[src/hw/rtl/decimal_lsd_radix_sorter_core_macros.svh]
// Assertion macros for the decimal radix sorter.
`ifndef DECIMAL_LSD_RADIX_SORTER_CORE_MACROS_SVH
`define DECIMAL_LSD_RADIX_SORTER_CORE_MACROS_SVH
// same-cycle implication
`define DRLS_ASSERT_NOW(lbl, ante, cons) \
	lbl: assert property (@(posedge clk) disable iff (!arst_n) (ante) |-> (cons)) \
		else $error("drls assertion failed");
// next-cycle implication
`define DRLS_ASSERT_NXT(lbl, ante, cons) \
	lbl: assert property (@(posedge clk) disable iff (!arst_n) (ante) |=> (cons)) \
		else $error("drls assertion failed");
`endif

[src/hw/rtl/drls_pkg.sv]
// Shared types and constants of the decimal radix sorter.
package drls_pkg;
	localparam int MAX_ITEMS   = 64;
	localparam int DIGIT_RANGE = 10;
	localparam int VAL_W       = 31;
	localparam int ADDR_W      = $clog2(MAX_ITEMS);
	localparam int CNT_W       = $clog2(MAX_ITEMS + 1);
	localparam int DIG_W       = $clog2(DIGIT_RANGE);
	// reciprocal of ten, exact for operands below 2^32 with a shift of 35
	localparam logic [31:0] RECIP10 = 32'hCCCCCCCD;
	localparam int RECIP_SH = 35;
	localparam int PROD_W   = VAL_W + 32;

	typedef struct packed {
		logic [VAL_W-1:0] value;
		logic             final_item;
	} in_beat_t;

	typedef struct packed {
		logic [VAL_W-1:0] sorted_value;
		logic             end_of_run;
	} out_beat_t;

	// stored entry: original value and its quotient by the current place
	typedef struct packed {
		logic [VAL_W-1:0] value;
		logic [VAL_W-1:0] quot;
	} entry_t;

	typedef struct packed {
		logic              en;
		logic              bank;
		logic [ADDR_W-1:0] addr;
		entry_t            data;
	} wr_req_t;
endpackage

[src/hw/rtl/drls_div10.sv]
// Shared divide-by-ten unit: reciprocal multiply, registered product.
module drls_div10 (
	input  logic                      clk,
	input  logic                      arst_n,
	input  logic                      in_vld,
	input  logic [drls_pkg::VAL_W-1:0] in_x,
	input  logic [drls_pkg::VAL_W-1:0] in_tag,
	output logic                      out_vld,
	output logic [drls_pkg::VAL_W-1:0] out_q,
	output logic [drls_pkg::DIG_W-1:0] out_r,
	output logic [drls_pkg::VAL_W-1:0] out_tag
);
	import drls_pkg::*;

	logic              vld_q;
	logic [PROD_W-1:0] prod_q;
	logic [VAL_W-1:0]  x_q;
	logic [VAL_W-1:0]  tag_q;
	logic [VAL_W-1:0]  q10;

	always_ff @(posedge clk or negedge arst_n) begin
		if (!arst_n) begin
			vld_q <= 1'b0;
		end else begin
			vld_q <= in_vld;
		end
	end

	always_ff @(posedge clk) begin
		prod_q <= PROD_W'(in_x) * PROD_W'(RECIP10);
		x_q    <= in_x;
		tag_q  <= in_tag;
	end

	assign out_q   = VAL_W'(prod_q >> RECIP_SH);
	assign q10     = (out_q << 3) + (out_q << 1);
	assign out_r   = DIG_W'(x_q - q10);
	assign out_vld = vld_q;
	assign out_tag = tag_q;
endmodule

[config.mk]
export PLATFORM = sky130hd
export DESIGN_NAME = drls_div10
export DESIGN_NICKNAME = d
export VERILOG_FILES = /design/src/hw/rtl/decimal_lsd_radix_sorter_core_macros.svh /design/src/hw/rtl/drls_pkg.sv /design/src/hw/rtl/drls_div10.sv
export SDC_FILE = /design/constraint.sdc
export NUM_CORES = 1
export LEC_CHECK = 0
export ABC_CLOCK_PERIOD_IN_PS = 1200
export BUFFER_PORTS_ARGS = -buffer_cell sky130_fd_sc_hd__buf_2
export CORE_UTILIZATION = 31
export DETAILED_ROUTE_END_ITERATION = 8
export GPL_TIMING_DRIVEN = 0
export HOLD_SLACK_MARGIN = 0.12
export SETUP_SLACK_MARGIN = 0.4
export SYNTH_ARGS = -nofsm -noshare
export SYNTH_HDL_FRONTEND = slang
export SYNTH_SLANG_ARGS = --single-unit
[constraint.sdc]
create_clock -name clk -period 1.2 [get_ports clk]
set_input_delay 0.36 -clock clk [delete_from_list [all_inputs] [get_ports clk]]
set_output_delay 0.36 -clock clk [all_outputs]
set_load 0.05 [all_outputs]
==> flow_metrics.env, run 1 <==
export IMPL_status="finished, violations left"
export IMPL_violations="setup timing"
export IMPL_synthMuxAreaShare_pct=0
export IMPL_avgRoutedWirePerCell_um=15.9
export IMPL_wl_um=32500
export IMPL_crit_type="in2reg"
export IMPL_min_period_ps=6680
export IMPL_syn_inst=1285
export IMPL_remaining_drc_errors=0
export IMPL_die_y_um=209
export IMPL_critPathMaxFanout=4
export IMPL_globalplace_congestion=0.888
export IMPL_yosysTopAreaCell="fa_1"
export IMPL_synth_top_area_share_pct=34.7
export IMPL_clock_fmax_mhz=150
export IMPL_async_flop_share_pct=1.56
export IMPL_syn_area_um2=13300
export IMPL_fin_area_um2=17300
export IMPL_final_nets=2100
export IMPL_synth_cell_types=56
export IMPL_crit_top_cell="fa_1"
export IMPL_dieWidth_um=209
export IMPL_place_area_um2=15200
export IMPL_io_pins=132
export IMPL_ys_flop_type="dfxtp_1"
export IMPL_synth_xor_area_share_pct=3.42
export IMPL_ys_seq_area_share_pct=9.66
export IMPL_start_util_pct=31.6
export IMPL_viasPerCell=4.57
export IMPL_die_area_um2=43800
export IMPL_area_delta_synth_final_pct=30.0
export IMPL_drtPass1Iterations=5
export IMPL_ys_warn_count=0
export IMPL_dp_cells=1954
export IMPL_dp_hpwl_um=28400
export IMPL_vias=9349
export IMPL_grt_pass1_wl_um=53100
export IMPL_hp_class="in2reg"
export IMPL_tightest_slew_ps=1170
export IMPL_grt_pass1_vias=10300
export IMPL_grt_ovfl_total=0
export IMPL_finalMaxSlewViolations=0
export IMPL_core_area_um2=42100
export IMPL_yosys_area_share_simple_pct=4.17
export IMPL_finalHoldViolCount=0
export IMPL_synthTopCellsByArea="fa_1 (35%), ha_1 (29%), dfxtp_1 (9.5%)"
export IMPL_clk_pin_slew_ps=50
export IMPL_cp_start_kind="input port"
export IMPL_synth_edf_count=0
export IMPL_synth_commonest_cells="inv_1 (334), ha_1 (306), fa_1 (231)"
export IMPL_rsz0062_at_grt="true"
export IMPL_cp_arrival_ps=6930
export IMPL_setup_viol=61
export IMPL_nFillCells=3992
export IMPL_critical_path_slowest_cell="fa_2"
export IMPL_utilization_pct=41.1
export IMPL_min_period_over_period_pct=556
export IMPL_rows=75
export IMPL_grt_use_total_pct=15.5
export IMPL_layout_setup_ws_ps=-5480
export IMPL_cts_tree="built"
export IMPL_final_cells=2044
export IMPL_grt_max_degree=12
export IMPL_initialDrtViolationCount=410
export IMPL_numCtsBuffers=9
export IMPL_drive_above_1_share_pct=27.0
export IMPL_ant_nets=0
export IMPL_antenna_found_initial=5
export IMPL_portBuffers=128
export IMPL_synth_top_family_by_area="adder cells"
export IMPL_cap_violations=0
export IMPL_cts_root_buf="clkbuf_16"
export IMPL_cts_htree_levels=3
export IMPL_ys_ff_latch=64
export IMPL_cts_sinks=64
export IMPL_slew_limit_headroom_pct=21.5
export IMPL_synthAdderAreaFrac_pct=63.5
export IMPL_clock_path_buffers=2
export IMPL_yosysMostFrequentCell="inv_1"
export IMPL_endpoint_kind="register"
export IMPL_synth_area_per_cell_um2=10.4
export IMPL_cp_required_ps=1460
export IMPL_synth_compound_area_share_pct=7.65
export IMPL_slowest_delay_ps=680
==> cells in the final DEF, fill, tap and decap left out, drive strengths merged, types with 3 or more instances in the layout <==
master / synthesis / final
conb: 1 / 3
a31oi: 8 / 8
inv: 334 / 331
and3: 3 / 3
a211oi: 5 / 5
clkbuf: 6 / 17
nor3: 9 / 9
fa: 231 / 231
clkinvlp: 0 / 4
xnor2: 32 / 32
o211ai: 3 / 3
a21o: 30 / 30
dlymetal6s4s: 0 / 10
nand4: 20 / 20
o21ai: 33 / 33
buf: 35 / 204
a311oi: 3 / 3
o21bai: 9 / 9
a21oi: 47 / 47
xor2: 20 / 20
nand3: 9 / 9
ha: 306 / 306
nor4: 3 / 3
nand2: 32 / 32
dfxtp: 63 / 63
dlygate4sd3: 0 / 21
nor2: 17 / 17
nor2b: 4 / 4
==> timing repair <==
action | in CTS | in global routing
gates cloned | 0 | 0
pin swaps | 44 | 39
endpoints found under the hold margin | 31 | 0
setup buffers | 28 | 13
hold buffers | 31 | 0
gates resized for setup | 249 | 65
endpoints found under the setup margin | 92 | 102
==> path summary, 6_finish.rpt <==
path	startpoint	to	slack (ps)	cells past startpoint
setup / recovery	in_x[5]	prod_q[56]$_DFF_P_	-5480	25
max in group asynchronous	arst_n	out_vld$_DFF_PN0_	750	2
hold / removal	in_tag[3]	out_tag[3]$_DFF_P_	150	1
min in group asynchronous	arst_n	out_vld$_DFF_PN0_	340	2
==> sequential cells by signal (all words and copies together), names as in the netlist <==
signal,cells
out_tag,31
out_vld,1
prod_q,28
x_q,4
==> metal layers <==
metal | vias to the layer above | GRT usage [%] | part of all wire, %
met2 | 197 | 28.0 | 51
met1 | 4602 | 19.2 | 42
met5 | - | 0 | 0.092
met4 | 6 | 4.16 | 2.1
met3 | 50 | 2.30 | 4.2
li1 | 4494 | - | -
==> critical path, delay by kind of cell <==
family	cells	cell delay, ps
AND/OR/NAND/NOR	3	550
buffers and inverters	7	380
XOR/XNOR	1	140
AO/OA/AOI/OAI	5	1160
adder cells (fa/ha/maj)	9	4300
==> cell families after synthesis <==
kind of cell | Yosys count
AO/OA/AOI/OAI | 151
XOR/XNOR | 52
adder cells (fa/ha/maj) | 537
buffers and inverters | 375
flip-flops | 64
other | 1
AND/OR/NAND/NOR | 105
==> layout make-up <==
type / count / area, um^2 / area share [%]
Clock buffer: 11 / 233 / 1.34
Sequential cell: 64 / 1450 / 8.36
Clock inverter: 5 / 81.3 / 0.470
Antenna cell: 2 / 5.00 / 0.0289
Timing Repair Buffer: 200 / 1980 / 11.4
Multi-Input combinational cell: 848 / 11200 / 64.7
Buffer: 41 / 405 / 2.34
Inverter: 334 / 1280 / 7.41
Tap cell: 539 / 674 / 3.90
==> through the flow <==
stage               hold slack [ps]  setup TNS [ps]  worst slack [ps]
finish                          148         -151400             -5480
global route                    129         -158090             -5680
CTS                             127         -150380             -5470
detailed placement              137         -164740             -6190
global placement                136         -164910             -6220
floorplan                      64.4         -134620             -5090
Power of run 1 is not shown: default switching activity piles up to over one toggle a cycle in this logic, so the estimate is an artifact.
==> run 2, diff against run 1 <==
--- a/config.mk
+++ b/config.mk
@@ -7,10 +7,11 @@
 export LEC_CHECK = 0
 export ABC_CLOCK_PERIOD_IN_PS = 1200
 export BUFFER_PORTS_ARGS = -buffer_cell sky130_fd_sc_hd__buf_2
-export CORE_UTILIZATION = 31
+export CORE_UTILIZATION = 45
 export DETAILED_ROUTE_END_ITERATION = 8
 export GPL_TIMING_DRIVEN = 0
 export HOLD_SLACK_MARGIN = 0.12
+export PLACE_DENSITY = 0.66
 export SETUP_SLACK_MARGIN = 0.4
 export SYNTH_ARGS = -nofsm -noshare
 export SYNTH_HDL_FRONTEND = slang
==> flow_metrics.env, run 2 (synthesis results as in run 1) <==
export IMPL_n_antenna_cell=0
export IMPL_hp_class="in2reg"
export IMPL_tightest_slew_ps=1400
export IMPL_grt_ovfl_total=0
export IMPL_rsz0062_at_grt="true"
export IMPL_clock_path_buffers=2
export IMPL_cts_htree_levels=3
export IMPL_status="finished, violations left"
export IMPL_viasPerCell=4.95
export IMPL_clock_fmax_mhz=150
export IMPL_globalplace_congestion=0.933
export IMPL_min_period_ps=6690
export IMPL_area_delta_synth_final_pct=27.8
export IMPL_endpoint_kind="register"
export IMPL_initialDrtViolationCount=344
export IMPL_critPathMaxFanout=5
export IMPL_largest_reg_flops=31
export IMPL_slew_limit_headroom_pct=6.23
export IMPL_min_period_over_period_pct=557
export IMPL_grt_max_degree=14
export IMPL_grt_pass1_vias=10200
export IMPL_start_util_pct=46.0
export IMPL_vias=9262
export IMPL_grt_use_total_pct=21.4
export IMPL_cp_start_kind="input port"
export IMPL_cap_violations=0
export IMPL_clk_pin_slew_ps=60
export IMPL_cp_arrival_ps=6950
export IMPL_rows=62
export IMPL_nFillCells=2353
export IMPL_cts_root_buf="clkbuf_16"
export IMPL_dieWidth_um=174
export IMPL_layout_setup_ws_ps=-5490
export IMPL_cp_endpoint="prod_q[58]$_DFF_P_"
export IMPL_setup_viol=61
export IMPL_antenna_found_initial=0
export IMPL_crit_type="in2reg"
export IMPL_finalHoldViolCount=0
export IMPL_cts_tree="built"
export IMPL_final_common_cell="inv_1"
export IMPL_avgRoutedWirePerCell_um=16.6
export IMPL_die_area_um2=30300
export IMPL_drtPass1Iterations=6
export IMPL_final_nets=2083
export IMPL_finalHoldWorstSlack_ps=129
export IMPL_cp_required_ps=1460
export IMPL_mostFrequentLayoutCells="inv_1 (307), ha_1 (272), fa_1 (216)"
export IMPL_grt_pass1_wl_um=51200
export IMPL_ant_nets=0
export IMPL_core_area_um2=28900
export IMPL_drive_above_1_share_pct=28.1
export IMPL_critPathLaunch="in_x[5]"
export IMPL_numCtsBuffers=9
export IMPL_multi_input_area_um2=11300
export IMPL_regArea_um2=1450
export IMPL_io_pins=132
export IMPL_wl_um=31100
export IMPL_dp_hpwl_um=26900
export IMPL_portBuffers=128
export IMPL_cts_sinks=64
export IMPL_violations="setup timing"
export IMPL_finalMaxSlewViolations=0
export IMPL_remaining_drc_errors=0
export IMPL_die_y_um=174
-- run 2: cell types whose count changed in the layout (fill, tap and decap cells not counted), sizes merged --
cell,change
buf,-4
dlygate4sd3,-5
inv,+2
diode,-2
dlymetal6s4s,-9
clkbuf,-1
-- run 2: layout make-up --
| type | instances | share of cell area, % |
|---|---|---|
| sequential | 64 | 8.53 |
| clock inverter | 7 | 0.603 |
| buffer | 41 | 2.37 |
| timing repair buffer | 183 | 10.4 |
| tap | 384 | 2.82 |
| multi-input combinational | 848 | 66.4 |
| clock buffer | 9 | 1.32 |
| inverter | 334 | 7.53 |
-- run 2: timing repair --
item	CTS	global route
setup buffers	32	6
gates cloned	0	0
hold endpoints to repair	16	1
resized for setup	262	55
setup endpoints to repair	92	93
pin swaps	64	20
hold buffers	16	1
-- run 2: how the worst min path moves through the flow --
stage | slack, ps | from | endpoint | depth (start not counted)
after floorplan | 60 | arst_n | out_vld$_DFF_PN0_ | 0
after global placement | 140 | arst_n | out_vld$_DFF_PN0_ | 1
after detailed placement | 140 | arst_n | out_vld$_DFF_PN0_ | 1
after CTS | 120 | in_tag[14] | out_tag[14]$_DFF_P_ | 1
after global routing | 120 | in_tag[30] | out_tag[30]$_DFF_P_ | 1
final | 130 | in_tag[20] | out_tag[20]$_DFF_P_ | 1
-- run 2: metrics by stage --
stage	setup WS (ps)	TNS, ps	cell area [um^2]	instances	util, %
after floorplan	-5090	-134620	13900	1287	-
after global placement	-6250	-164870	15000	1799	51.8
after detailed placement	-6260	-165820	15000	1799	51.8
after CTS	-5480	-150050	16700	1863	57.8
after global routing	-5690	-155710	17000	1870	58.8
final	-5490	-149640	17000	1870	58.8
-- run 2: layer usage --
| metal | routed length, um | up-vias | track usage (%) |
|---|---|---|---|
| li1 | - | 4457 | - |
| met1 | 13500 | 4551 | 27.6 |
| met2 | 15900 | 201 | 38.1 |
| met3 | 968 | 53 | 2.03 |
| met4 | 764 | 0 | 5.63 |
| met5 | 0 | - | 0 |
-- run 2: critical path, cell delays in order --
cell and delay, ps:
buf_12 100, inv_12 30, ha_4 250, inv_4 30, fa_2 580, fa_1 470, fa_2 620, inv_4 80
fa_1 500, inv_2 40, fa_1 480, fa_1 530, inv_2 40, fa_1 530, inv_2 50, ha_4 280
nand4_1 220, nor3_4 230, nand4_1 170, o21ai_4 260, o21ai_4 160, o41a_4 400, o21ba_4 230, o21ai_2 120
xor2_1 140
Power of run 2 is left out for the same reason.
